===== src/hdl/gpc_pkg.sv =====
package gpc_pkg;

    localparam int PHASE_BITS_DEF       = 16;
    localparam int SINE_TABLE_DEPTH_DEF = 1024;

    localparam int CFG_IDX_W  = 3;
    localparam int CFG_DATA_W = 16;

    // register indexes
    localparam logic [CFG_IDX_W-1:0] REG_GAIT_FREQ   = 3'd0;
    localparam logic [CFG_IDX_W-1:0] REG_OFFSET_A    = 3'd1;
    localparam logic [CFG_IDX_W-1:0] REG_OFFSET_B    = 3'd2;
    localparam logic [CFG_IDX_W-1:0] REG_OFFSET_C    = 3'd3;
    localparam logic [CFG_IDX_W-1:0] REG_DUTY        = 3'd4;
    localparam logic [CFG_IDX_W-1:0] REG_STAND_THR   = 3'd5;

    localparam logic [15:0] DUTY_MIN   = 16'd7;
    localparam logic [15:0] DUTY_MAX   = 16'd65529;
    localparam logic [15:0] CLOCK_ONE  = 16'd16384;

    // sin(pi/2 * num / depth) in Q1.14, num in [0, depth]; evaluated at elaboration
    // or as a constant table lookup
    function automatic logic [15:0] quarter_sine(input int unsigned num, input int unsigned depth);
        logic [63:0] x;
        logic [63:0] x2;
        logic [63:0] t;
        logic [63:0] s;
        x  = (64'd1686629713 * 64'(num)) / 64'(depth);
        x2 = (x * x) >> 30;
        t  = (64'd1 << 30) - x2 / 64'd72;
        t  = (64'd1 << 30) - ((x2 * t) >> 30) / 64'd42;
        t  = (64'd1 << 30) - ((x2 * t) >> 30) / 64'd20;
        t  = (64'd1 << 30) - ((x2 * t) >> 30) / 64'd6;
        s  = (x * t) >> 30;
        s  = (s + 64'd32768) >> 16;
        if (s > 64'd16384) begin
            s = 64'd16384;
        end
        return s[15:0];
    endfunction

endpackage


===== src/hdl/gpc_warp_div.sv =====
// Bit-serial restoring divider for the duty warp: one quotient bit per cycle.
// q = floor(num * 2^31 / den), num < den, 32 quotient bits (top bit always 0)
module gpc_warp_div (
    input  logic        i_clk,
    input  logic        i_rst_n,
    input  logic        i_start,
    input  logic [32:0] i_num,
    input  logic [32:0] i_den,
    output logic        o_done,
    output logic [31:0] o_quot
);
    import gpc_pkg::*;

    logic [33:0] r_rem;
    logic [33:0] n_rem;
    logic [32:0] r_den;
    logic [31:0] r_quot;
    logic [31:0] n_quot;
    logic [5:0]  r_cnt;
    logic        r_busy;
    logic        r_done;
    logic [34:0] w_trial;

    // one restoring step: shift, try subtract
    always_comb begin
        w_trial = {r_rem, 1'b0} - {2'b00, r_den};
        if (!w_trial[34]) begin
            n_rem  = w_trial[33:0];
            n_quot = {r_quot[30:0], 1'b1};
        end else begin
            n_rem  = {r_rem[32:0], 1'b0};
            n_quot = {r_quot[30:0], 1'b0};
        end
    end

    always_ff @(posedge i_clk) begin
        if (!i_rst_n) begin
            r_busy <= 1'b0;
            r_done <= 1'b0;
            r_cnt  <= '0;
        end else begin
            r_done <= 1'b0;
            if (i_start) begin
                r_busy <= 1'b1;
                r_cnt  <= '0;
                r_rem  <= {1'b0, i_num};
                r_den  <= i_den;
                r_quot <= '0;
            end else if (r_busy) begin
                r_rem  <= n_rem;
                r_quot <= n_quot;
                r_cnt  <= r_cnt + 6'd1;
                if (r_cnt == 6'd30) begin
                    r_busy <= 1'b0;
                    r_done <= 1'b1;
                end
            end
        end
    end

    assign o_done = r_done;
    assign o_quot = r_quot;

endmodule


===== src/hdl/gait_phase_clock_top.sv =====
// Channel  | Dir | tdata fields (low bit up)                            | tuser
// s_axis   | in  | time_step, forward, lateral, turn (64 bits)          | -
// m_axis   | out | leg_clock_0, leg_clock_1, leg_clock_2, leg_clock_3   | standing
// cfg      | in  | i_cfg_we / i_cfg_idx / i_cfg_data, no read-back       | -
//
// One item at a time. The phase step multiply is shift-add, one bit of time_step a
// cycle, followed by the phase update. Each walking leg runs the shared bit-serial
// warp divider: start, 31 quotient bits, store. A result is loaded after the phase
// update when standing, after all four leg divisions when walking; the input is
// ready again on the next cycle. A stalled result waits in the output
// register while the next item is computed; that item then holds in ST_OUT.
// Reset is synchronous active low and restores config registers, state and phase.
module gait_phase_clock_top #(
    parameter int PHASE_BITS       = gpc_pkg::PHASE_BITS_DEF,
    parameter int SINE_TABLE_DEPTH = gpc_pkg::SINE_TABLE_DEPTH_DEF
) (
    input  logic                          i_clk,
    input  logic                          i_rst_n,
    input  logic                          s_axis_tvalid,
    output logic                          s_axis_tready,
    input  logic [63:0]                   s_axis_tdata,  // time_step, fwd, lat, turn
    output logic                          m_axis_tvalid,
    input  logic                          m_axis_tready,
    output logic [63:0]                   m_axis_tdata,  // leg_clock_0..3
    output logic                          m_axis_tuser,  // standing
    input  logic                          i_cfg_we,
    input  logic [gpc_pkg::CFG_IDX_W-1:0] i_cfg_idx,
    input  logic [gpc_pkg::CFG_DATA_W-1:0] i_cfg_data
);
    import gpc_pkg::*;

    localparam int TW = $clog2(SINE_TABLE_DEPTH);
    localparam int QW = SINE_TABLE_DEPTH / 4;
    localparam logic [TW-2:0] J_TOP = (TW-1)'(QW);
    localparam logic [15:0] QTOP = quarter_sine(SINE_TABLE_DEPTH, SINE_TABLE_DEPTH);

    typedef enum logic [4:0] {
        ST_IDLE = 5'b00001,
        ST_MUL  = 5'b00010,
        ST_DIVS = 5'b00100,
        ST_DIVW = 5'b01000,
        ST_OUT  = 5'b10000
    } t_state;

    t_state r_state;

    logic [15:0] r_freq, r_off_a, r_off_b, r_off_c, r_duty;
    logic [14:0] r_thr;
    logic [PHASE_BITS-1:0] r_phase;

    logic [15:0] r_ts;
    logic [31:0] r_prod;
    logic [4:0]  r_bit;
    logic        r_stand;
    logic [1:0]  r_leg;
    logic [15:0] r_clk [4];
    logic        r_ovalid;

    // configuration writes
    always_ff @(posedge i_clk) begin
        if (!i_rst_n) begin
            r_freq  <= 16'd8192;
            r_off_a <= 16'd32768;
            r_off_b <= '0;
            r_off_c <= '0;
            r_duty  <= 16'd32768;
            r_thr   <= 15'd819;
        end else if (i_cfg_we) begin
            unique case (i_cfg_idx)
                REG_GAIT_FREQ: r_freq  <= i_cfg_data;
                REG_OFFSET_A:  r_off_a <= i_cfg_data;
                REG_OFFSET_B:  r_off_b <= i_cfg_data;
                REG_OFFSET_C:  r_off_c <= i_cfg_data;
                REG_DUTY:      r_duty  <= i_cfg_data;
                REG_STAND_THR: r_thr   <= i_cfg_data[14:0];
                default: ;
            endcase
        end
    end

    // standing test on command magnitudes
    function automatic logic below(input logic [15:0] v, input logic [14:0] thr);
        logic [15:0] mag;
        mag = v[15] ? (16'd0 - v) : v;
        return mag < {1'b0, thr};
    endfunction

    logic w_stand;
    assign w_stand = below(s_axis_tdata[31:16], r_thr) && below(s_axis_tdata[47:32], r_thr)
                     && below(s_axis_tdata[63:48], r_thr);

    // phase step from Q4.28 product
    logic [PHASE_BITS-1:0] w_step;
    always_comb begin
        if (PHASE_BITS <= 28) begin
            w_step = PHASE_BITS'(r_prod >> (28 - PHASE_BITS));
        end else begin
            w_step = PHASE_BITS'({4'd0, r_prod[27:0]}) << (PHASE_BITS - 28);
        end
    end

    // leg offsets in Q0.PHASE_BITS
    function automatic logic [PHASE_BITS-1:0] rs(input logic [15:0] v);
        if (PHASE_BITS >= 16) begin
            return PHASE_BITS'(v) << (PHASE_BITS - 16);
        end else begin
            return PHASE_BITS'(v >> (16 - PHASE_BITS));
        end
    endfunction

    logic [PHASE_BITS-1:0] w_lp;
    always_comb begin
        case (r_leg)
            2'd0:    w_lp = r_phase + rs(r_off_a) + rs(r_off_b) + rs(r_off_c);
            2'd1:    w_lp = r_phase + rs(r_off_b);
            2'd2:    w_lp = r_phase + rs(r_off_c);
            default: w_lp = r_phase + rs(r_off_a);
        endcase
    end

    // leg phase to Q0.32, compare with clamped duty
    logic [31:0] w_p32, w_d32;
    logic [15:0] w_duty;
    logic        w_stance;
    always_comb begin
        w_duty = (r_duty < DUTY_MIN) ? DUTY_MIN : ((r_duty > DUTY_MAX) ? DUTY_MAX : r_duty);
        w_d32  = {w_duty, 16'd0};
        if (PHASE_BITS >= 32) begin
            w_p32 = w_lp[PHASE_BITS-1 -: 32];
        end else begin
            w_p32 = 32'(w_lp) << (32 - PHASE_BITS);
        end
        w_stance = w_p32 < w_d32;
    end

    logic        r_swing;
    logic        w_dstart, w_ddone;
    logic [31:0] w_quot;
    assign w_dstart = (r_state == ST_DIVS);

    gpc_warp_div u_div (
        .i_clk   (i_clk),
        .i_rst_n (i_rst_n),
        .i_start (w_dstart),
        .i_num   (w_stance ? {1'b0, w_p32} : {1'b0, w_p32 - w_d32}),
        .i_den   (w_stance ? {1'b0, w_d32} : (33'h1_0000_0000 - {1'b0, w_d32})),
        .o_done  (w_ddone),
        .o_quot  (w_quot)
    );

    // constant quarter-wave table, one entry per step of four in the quarter
    logic [15:0] w_qtab [QW];
    for (genvar g = 0; g < QW; g++) begin : g_qtab
        localparam logic [15:0] QV = quarter_sine(4 * g, SINE_TABLE_DEPTH);
        assign w_qtab[g] = QV;
    end

    // table index and quadrant, magnitude from the quarter-wave table
    logic [31:0]   w_w;
    logic [TW-1:0] w_idx;
    logic [1:0]    w_quad;
    logic [TW-3:0] w_rq;
    logic [TW-2:0] w_j;
    logic [15:0]   w_mag, w_clk;
    always_comb begin
        w_w    = r_swing ? (32'h8000_0000 + w_quot) : w_quot;
        w_idx  = w_w[31 -: TW];
        w_quad = w_idx[TW-1 -: 2];
        w_rq   = w_idx[TW-3:0];
        if (w_quad[0]) begin
            w_j = J_TOP - {1'b0, w_rq};
        end else begin
            w_j = {1'b0, w_rq};
        end
        w_mag = (w_j == J_TOP) ? QTOP : w_qtab[w_j[TW-3:0]];
        w_clk = w_quad[1] ? (16'd0 - w_mag) : w_mag;
    end

    // output register load
    logic w_load;
    assign w_load = (r_state == ST_OUT) && (!r_ovalid || m_axis_tready);

    // output valid flag
    always_ff @(posedge i_clk) begin
        if (!i_rst_n) begin
            r_ovalid <= 1'b0;
        end else if (w_load) begin
            r_ovalid <= 1'b1;
        end else if (m_axis_tready) begin
            r_ovalid <= 1'b0;
        end
    end

    // sequencer
    always_ff @(posedge i_clk) begin
        if (!i_rst_n) begin
            r_state  <= ST_IDLE;
            r_phase  <= '0;
        end else begin
            unique case (r_state)
                ST_IDLE: begin
                    if (s_axis_tvalid && s_axis_tready) begin
                        r_ts    <= s_axis_tdata[15:0];
                        r_prod  <= '0;
                        r_bit   <= '0;
                        r_stand <= w_stand;
                        r_state <= ST_MUL;
                    end
                end
                ST_MUL: begin
                    // shift-add, MSB of time_step first
                    if (r_bit == 5'd16) begin
                        r_phase <= r_phase + w_step;
                        r_leg   <= 2'd0;
                        r_state <= r_stand ? ST_OUT : ST_DIVS;
                    end else begin
                        r_prod <= {r_prod[30:0], 1'b0} + (r_ts[15] ? {16'd0, r_freq} : 32'd0);
                        r_ts   <= {r_ts[14:0], 1'b0};
                        r_bit  <= r_bit + 5'd1;
                    end
                end
                ST_DIVS: begin
                    r_swing <= !w_stance;
                    r_state <= ST_DIVW;
                end
                ST_DIVW: begin
                    if (w_ddone) begin
                        r_clk[r_leg] <= w_clk;
                        r_leg <= r_leg + 2'd1;
                        r_state <= (r_leg == 2'd3) ? ST_OUT : ST_DIVS;
                    end
                end
                ST_OUT: begin
                    if (w_load) begin
                        m_axis_tuser <= r_stand;
                        m_axis_tdata <= r_stand ? {4{CLOCK_ONE}}
                                        : {r_clk[3], r_clk[2], r_clk[1], r_clk[0]};
                        r_state <= ST_IDLE;
                    end
                end
                default: r_state <= ST_IDLE;
            endcase
        end
    end

    assign s_axis_tready = (r_state == ST_IDLE);
    assign m_axis_tvalid = r_ovalid;

endmodule

===== config.mk =====
export PLATFORM = sky130hd
export DESIGN_NAME = gait_phase_clock_top
export DESIGN_NICKNAME = d
export VERILOG_FILES = /design/src/hdl/gpc_pkg.sv /design/src/hdl/gpc_warp_div.sv /design/src/hdl/gait_phase_clock_top.sv
export SDC_FILE = /design/constraint.sdc
export NUM_CORES = 1
export LEC_CHECK = 0
export ABC_CLOCK_PERIOD_IN_PS = 10900
export BUFFER_PORTS_ARGS = -buffer_cell sky130_fd_sc_hd__buf_2
export CORE_MARGIN = 1
export CORE_UTILIZATION = 40
export CTS_CLUSTER_DIAMETER = 30
export DETAILED_ROUTE_END_ITERATION = 10
export PLACE_DENSITY_LB_ADDON = 0.08
export RECOVER_POWER = 50
export SLEW_MARGIN = 20
export SYNTH_ARGS = -nofsm -noshare
export SYNTH_HDL_FRONTEND = slang
export SYNTH_SLANG_ARGS = --single-unit

===== constraint.sdc =====
create_clock -name i_clk -period 10.9 [get_ports i_clk]
set_clock_uncertainty 0.05 [all_clocks]
set_input_delay 0.545 -clock i_clk [delete_from_list [all_inputs] [get_ports i_clk]]
set_output_delay 0.545 -clock i_clk [all_outputs]
set_load 0.05 [all_outputs]

==> results.toml, run 1 <==
[worst_setup_path]
critPathTopFamily = "buffers and inverters"
cpMaxStageDelayCell = "a2111oi_2"
cpMostUsedCell = "buf_4"
required_ps = 11270
worst-path-buf-inv = 6
max_stage_delay_ps = 970
ff2ff_path_depth = 18
crit_fanout = 62
critical_path_class = "reg -> reg"
arrival_ps = 8030
crit_chain = "buf_4, inv_1, ha_1, buf_4, nor2b_1, xnor2_4, buf_4, inv_2, buf_4, nor2_1, nor3_1, o311ai_1, a21oi_1, a2111oi_2, nor2b_1, nor3b_2, a31oi_1, xor2_1"
cp.depth = 18
cp-end-kind = "register"
cp-start-kind = "register"

[logic_synthesis]
synth-seq-cells = 374
synthFlopType = "edfxtp_1"
avgSynthCellArea_sq_um = 8.80
synth-edff-count = 249
yosysWarnings = 0
syn_inst = 3103
netlist_area_sq_um = 27300
synth.net_count = 3389
synthArstFlopShare = 0
yosysUniqueCellTypes = 109
seq_area_frac_synth = 0.366

[die]
die_w_um = 263
num_rows = 95
start_util = 0.405
dieArea_sq_um = 69300
pin_count = 155
coreArea_sq_um = 67400
die_h_um = 263

[global_routing]
antenna_found_initial = 0
grt_max_degree = 84
grt_pass1_vias = 23600
globalRouteOverflowTotal = 0
grt.total_usage = 0.259
grt_pass1_wl_um = 140000

[clocking]
cts-buffers-inserted = 89
clock_sinks = 374
ctsResizeCount = 0
cts_buffer_depth = 3
cts_tree = "built"
hold_buffers = 0
htree_levels = 3
clk_latency_ps = 630
clkTransAtPathRegs_ps = 50
ctsRootBufferMaster = "clkbuf_16"
cts_setup_buffers = 0

[status]
outcome = "complete, but fails checks"
violations = "capacitance limit, slew limit"

[power]
power_density_nw_per_um2 = 146
power.switching_w = 0.00106
power.internal_w = 0.00358
p_clk_frac = 0.597
ir_worst_vdd_v = 0.000141
switching_share = 0.228
p_comb_frac = 0.067
p_leak_nw = 11.9
seqPwrFrac = 0.336

[timing]
setup_ws_ps = 3240
max_slew.worst_pin.slew_ps = 3700
setup_viol = 0
rsz0062_at_grt = "false"
fin_crit_sh = 0.703
post-route-min-period_ps = 7660
final-hold-violation-count = 0
setup_tns_ps = 0
max_freq_mhz = 130
relSlewSlack = -1.46
finalMaxSlewViolations = 338

[final_layout]
final_cells = 4154
area_growth_pct = 16.6
nNetsFinal = 3492
final_core_util = 0.472
drive_gt1_frac = 0.107
diodes = 0

[route]
num_vias = 23900
totalWireLength_um = 91000
drc = 0
ant_nets = 0
drtPass1Iterations = 5
vias_per_cell = 5.76
drtIter0Drc = 2015
wl_per_cell_um = 21.9

[flow_run]
drv_cap = 6

[hold_path]
hold_class = "in -> reg"
whs_path_depth = 3

[placed_design]
place_ws_ps = 3470
gp_congestion = 0.992
dp_hpwl_um = 64500
io_buffers = 154
numPlacedInstances = 3988
final timing paths:
kind	startpoint	endpoint	slack, ps
worst max-delay path	u_div.o_quot[22]$_SDFFCE_PP0P_	r_clk[0][12]$_DFFE_PP_	3240
worst min-delay path	s_axis_tdata[14]	r_ts[14]$_DFFE_PP_	140
worst min register to register	r_freq[14]$_SDFFE_PN0P_	r_freq[14]$_SDFFE_PN0P_	410
worst max register to register	u_div.o_quot[22]$_SDFFCE_PP0P_	r_clk[0][12]$_DFFE_PP_	3240
power groups by stage:
stage / clock (W) / combinational, W / sequential [W]
2_1_floorplan: 0 / 0.000213 / 0.00158
3_3_place_gp: 0 / 0.000302 / 0.00158
3_5_place_dp: 0 / 0.000309 / 0.00158
4_1_cts: 0.00281 / 0.000312 / 0.00156
5_1_grt: 0.00289 / 0.000349 / 0.00156
6_report: 0.00277 / 0.000310 / 0.00156
cells in the final DEF, fill, tap and decap left out, types with 61 or more instances in the layout:
cell / count
nand2_1: 414
clkbuf_1: 86
a21boi_0: 91
buf_2: 85
nor3_1: 78
a21oi_1: 172
ha_1: 163
edfxtp_1: 249
dfxtp_1: 125
xnor2_1: 120
o21ai_0: 161
clkbuf_16: 94
inv_1: 169
nor2b_1: 88
and2_1: 61
nor2_1: 207
nand3_1: 65
cells by family after synthesis:
| logic type | after synthesis | synth area share |
|---|---|---|
| AOI/OAI and AO/OA | 860 | 0.214 |
| xor gates and xnor gates | 177 | 0.0580 |
| adders and majority gates | 199 | 0.101 |
| buffers and inverters | 365 | 0.0566 |
| DFF | 374 | 0.366 |
| muxes | 24 | 0.00949 |
| other | 1 | 0.000137 |
| and+or+nand+nor | 1103 | 0.195 |
final cells by class:
cell class	count	area, sq um
sequential	374	9980
fill	6452	35600
timing repair buffer	204	1040
inverter	173	649
tap	873	1090
clock inverter	49	647
multi-input combinational	2364	15900
clock buffer	117	2560
metrics by stage:
step / power (W) / hold WS [ps] / instance area, sq um
2_1_floorplan: 0.00179 / 382 / 27300
3_3_place_gp: 0.00188 / 400 / 28800
3_5_place_dp: 0.00189 / 406 / 28800
4_1_cts: 0.00468 / 109 / 32000
5_1_grt: 0.00480 / 128 / 31800
6_report: 0.00463 / 141 / 31800
synth_stat cells (32+ instances only):
master    number  area, sq um
a211oi_1      44          330
a21boi_0      91          683
a21o_1        32          240
a21oi_1      173          866
a31oi_1       35          219
and2_1        74          463
buf_2         50          250
clkbuf_1     108          405
dfxtp_1      125         2500
edfxtp_1     249         7480
fa_1          35          701
ha_1         163         2040
inv_1        169          634
nand2_1      414         1550
nand2b_1      36          225
nand3_1       65          325
nor2_1       209          785
nor2b_1       89          557
nor3_1        78          390
o211ai_1      40          300
o21ai_0      161          806
o31ai_1       42          315
xnor2_1      123         1080
xor2_1        51          447
registers in the layout, summed over array words and instances, names as in the netlist, 17 cells and up:
name / cells
m_axis_tdata: 64
u_div.r_rem: 18
u_div.o_quot: 32
r_prod: 28
r_clk: 64
u_div.r_den: 17
layer usage:
layer / up-vias / share of wire / GRT usage
met1: 11500 / 0.43 / 0.328
met3: 198 / 0.065 / 0.0455
li1: 11400 / - / -
met5: - / 0 / 0
met2: 847 / 0.47 / 0.430
met4: 0 / 0.040 / 0.112
worst min-delay path, delay by kind of cell:
kind,cells,cell delay [ps]
and+or+nand+nor,2,90
buffers and inverters,1,70
No activity file was read; power rests on OpenSTA's default activity.
==> run 2: changes to the inputs <==
ABC_AREA = 1   (was unset)
ABC_CLOCK_PERIOD_IN_PS = 7750   (was 10900)
clock period = 7.75 ns   (was 10.9 ns; I/O delays follow)
==> results.toml, run 2 <==
[timing]
finalMaxSlewViolations = 364
final-hold-violation-count = 0
post-route-min-period_ps = 5750
setup_tns_ps = 0
rsz0062_at_grt = "false"
setup_viol = 0
max_slew.worst_pin.slew_ps = 4150
max_freq_mhz = 174
relSlewSlack = -1.77
fin_hold_ws_ps = 30.8
fin_crit_sh = 0.742

[final_layout]
fillers = 6471
drive_gt1_frac = 0.0830
area_growth_pct = 17.8
layout.cells.most_common = "nand2_1"
diodes = 0
final_cell_mix = "785 x nand2_1, 459 x inv_1, 351 x nor2_1, 263 x a21oi_1, 261 x o21ai_0"
final_cells = 4555
nNetsFinal = 3912

[hold_path]
hold_class = "in -> reg"
whs_path_depth = 4

[logic_synthesis]
avgSynthCellArea_sq_um = 7.52
yosysMostFrequentCell = "nand2_1"
synthFlopType = "edfxtp_1"
syn_inst = 3451
yosysWarnings = 0
synthArstFlopShare = 0
synth-edff-count = 249
ys_top_cells_by_area = "edfxtp_1 29%, nand2_1 11%, dfxtp_1 9.6%"
yosysTopAreaCellShare = 0.288
seq_area_frac_synth = 0.384
netlist_area_sq_um = 26000
synth_common_cells = "786 x nand2_1, 459 x inv_1, 352 x nor2_1"
synth-seq-cells = 374
synth.largest_area_cell = "edfxtp_1"
synth.net_count = 3737
yosysUniqueCellTypes = 53

[worst_setup_path]
cp-end-kind = "register"
worst-path-buf-inv = 5
cp-start-kind = "register"
required_ps = 8170
arrival_ps = 6170
critical_path_class = "reg -> reg"
cpMaxStageDelayCell = "ha_1"
cp.depth = 25
crit_fanout = 18
critPathTopFamily = "adder cells"
cpMostUsedCell = "nand2_1"
ff2ff_path_depth = 25
max_stage_delay_ps = 640

[power]
power_density_nw_per_um2 = 216
p_clk_frac = 0.553
switching_share = 0.259
seqPwrFrac = 0.343
power.internal_w = 0.00489
p_leak_nw = 14.0
power.switching_w = 0.00171
ir_worst_vdd_v = 0.000159
p_comb_frac = 0.104

[route]
totalWireLength_um = 86400
drc = 0
drtIter0Drc = 1936
ant_nets = 0
drtPass1Iterations = 6
wl_per_cell_um = 19.0
vias_per_cell = 5.31
num_vias = 24200

[clocking]
cts_buffer_depth = 3
cts_tree = "built"
clock_sinks = 374
ctsResizeCount = 0
ctsRootBufferMaster = "clkbuf_16"
hold_buffers = 16
htree_levels = 3
clkTransAtPathRegs_ps = 50
clk_latency_ps = 640
cts_setup_buffers = 0
cts-buffers-inserted = 89

[global_routing]
met3_usage = 0.0469
grtUsageMet1 = 0.330
grt_pass1_wl_um = 133000
antenna_found_initial = 0
globalRouteOverflowTotal = 0
grt.total_usage = 0.258
grt_max_degree = 110
grt_pass1_vias = 23700
met2_usage = 0.430
top_usage_layer = "met2"

[placed_design]
numPlacedInstances = 4374
dp_hpwl_um = 64600
gp_congestion = 1.00
io_buffers = 154

[die]
die_h_um = 257
die_w_um = 257
num_rows = 93
coreArea_sq_um = 64300
pin_count = 155
start_util = 0.403
dieArea_sq_um = 65900

[flow_run]
drv_cap = 6

[status]
outcome = "complete, but fails checks"
violations = "capacitance limit, slew limit"
## run 2: logic make-up after synthesis
family / after synthesis / synth area share
XOR/XNOR: 108 / 0.0364
flip-flops: 374 / 0.384
multiplexers: 2 / 0.000771
other: 1 / 0.000144
adder cells (fa/ha/maj): 198 / 0.106
buffers and inverters: 599 / 0.0914
AO/OA/AOI/OAI: 671 / 0.141
AND/OR/NAND/NOR: 1498 / 0.240
## run 2: power by group through the flow
stage	clock [W]	sequential, W	combinational (W)
after floorplan	0	0.00229	0.000473
after detailed placement	0	0.00230	0.000678
after global placement	0	0.00230	0.000672
after CTS	0.00372	0.00226	0.000688
final	0.00365	0.00226	0.000690
after global routing	0.00382	0.00227	0.000780
## run 2: worst reg2reg max path: cells and delay by family (launching register included)
family | cells | cell delay, ps
flops | 1 | 390
simple gates | 9 | 970
buf+inv | 5 | 920
fa+ha+maj | 4 | 1660
compound gates | 7 | 1580
## run 2: area by class of cell
class                      instances  area [sq um]  area share
clock buffer                     112          2410      0.0789
clock inverter                    53           617      0.0202
inverter                         478          1790      0.0587
multi-input combinational       2478         13600       0.446
sequential                       374          9980       0.326
tap                              855          1070      0.0350
timing repair buffer             205          1080      0.0352
## run 2: worst paths after layout
path / slack, ps / start / to
max: 2000 / r_leg[0]$_SDFFCE_PP0P_ / u_div.r_rem[21]$_DFFE_PP_
min: 30 / m_axis_tready / m_axis_tvalid$_SDFFE_PN0P_
max reg2reg: 2000 / r_leg[0]$_SDFFCE_PP0P_ / u_div.r_rem[21]$_DFFE_PP_
min reg2reg: 430 / u_div.r_cnt[5]$_SDFFE_PP0P_ / u_div.r_cnt[5]$_SDFFE_PP0P_
## run 2: metal layers
metal / vias up / share of wire
li1: 11800 / -
met1: 11300 / 0.44
met2: 849 / 0.47
met3: 189 / 0.064
met4: 0 / 0.034
met5: - / 0
## run 2: per-stage QoR
| stage | utilization | setup slack (ps) | cell area (sq um) | total power (W) |
|---|---|---|---|---|
| finish | 0.475 | 2000 | 30600 | 0.00660 |
| global placement | 0.428 | 2080 | 27500 | 0.00297 |
| global route | 0.475 | 1340 | 30600 | 0.00687 |
| floorplan | - | 1990 | 26000 | 0.00276 |
| CTS | 0.477 | 2020 | 30700 | 0.00667 |
| detailed placement | 0.428 | 2040 | 27500 | 0.00298 |
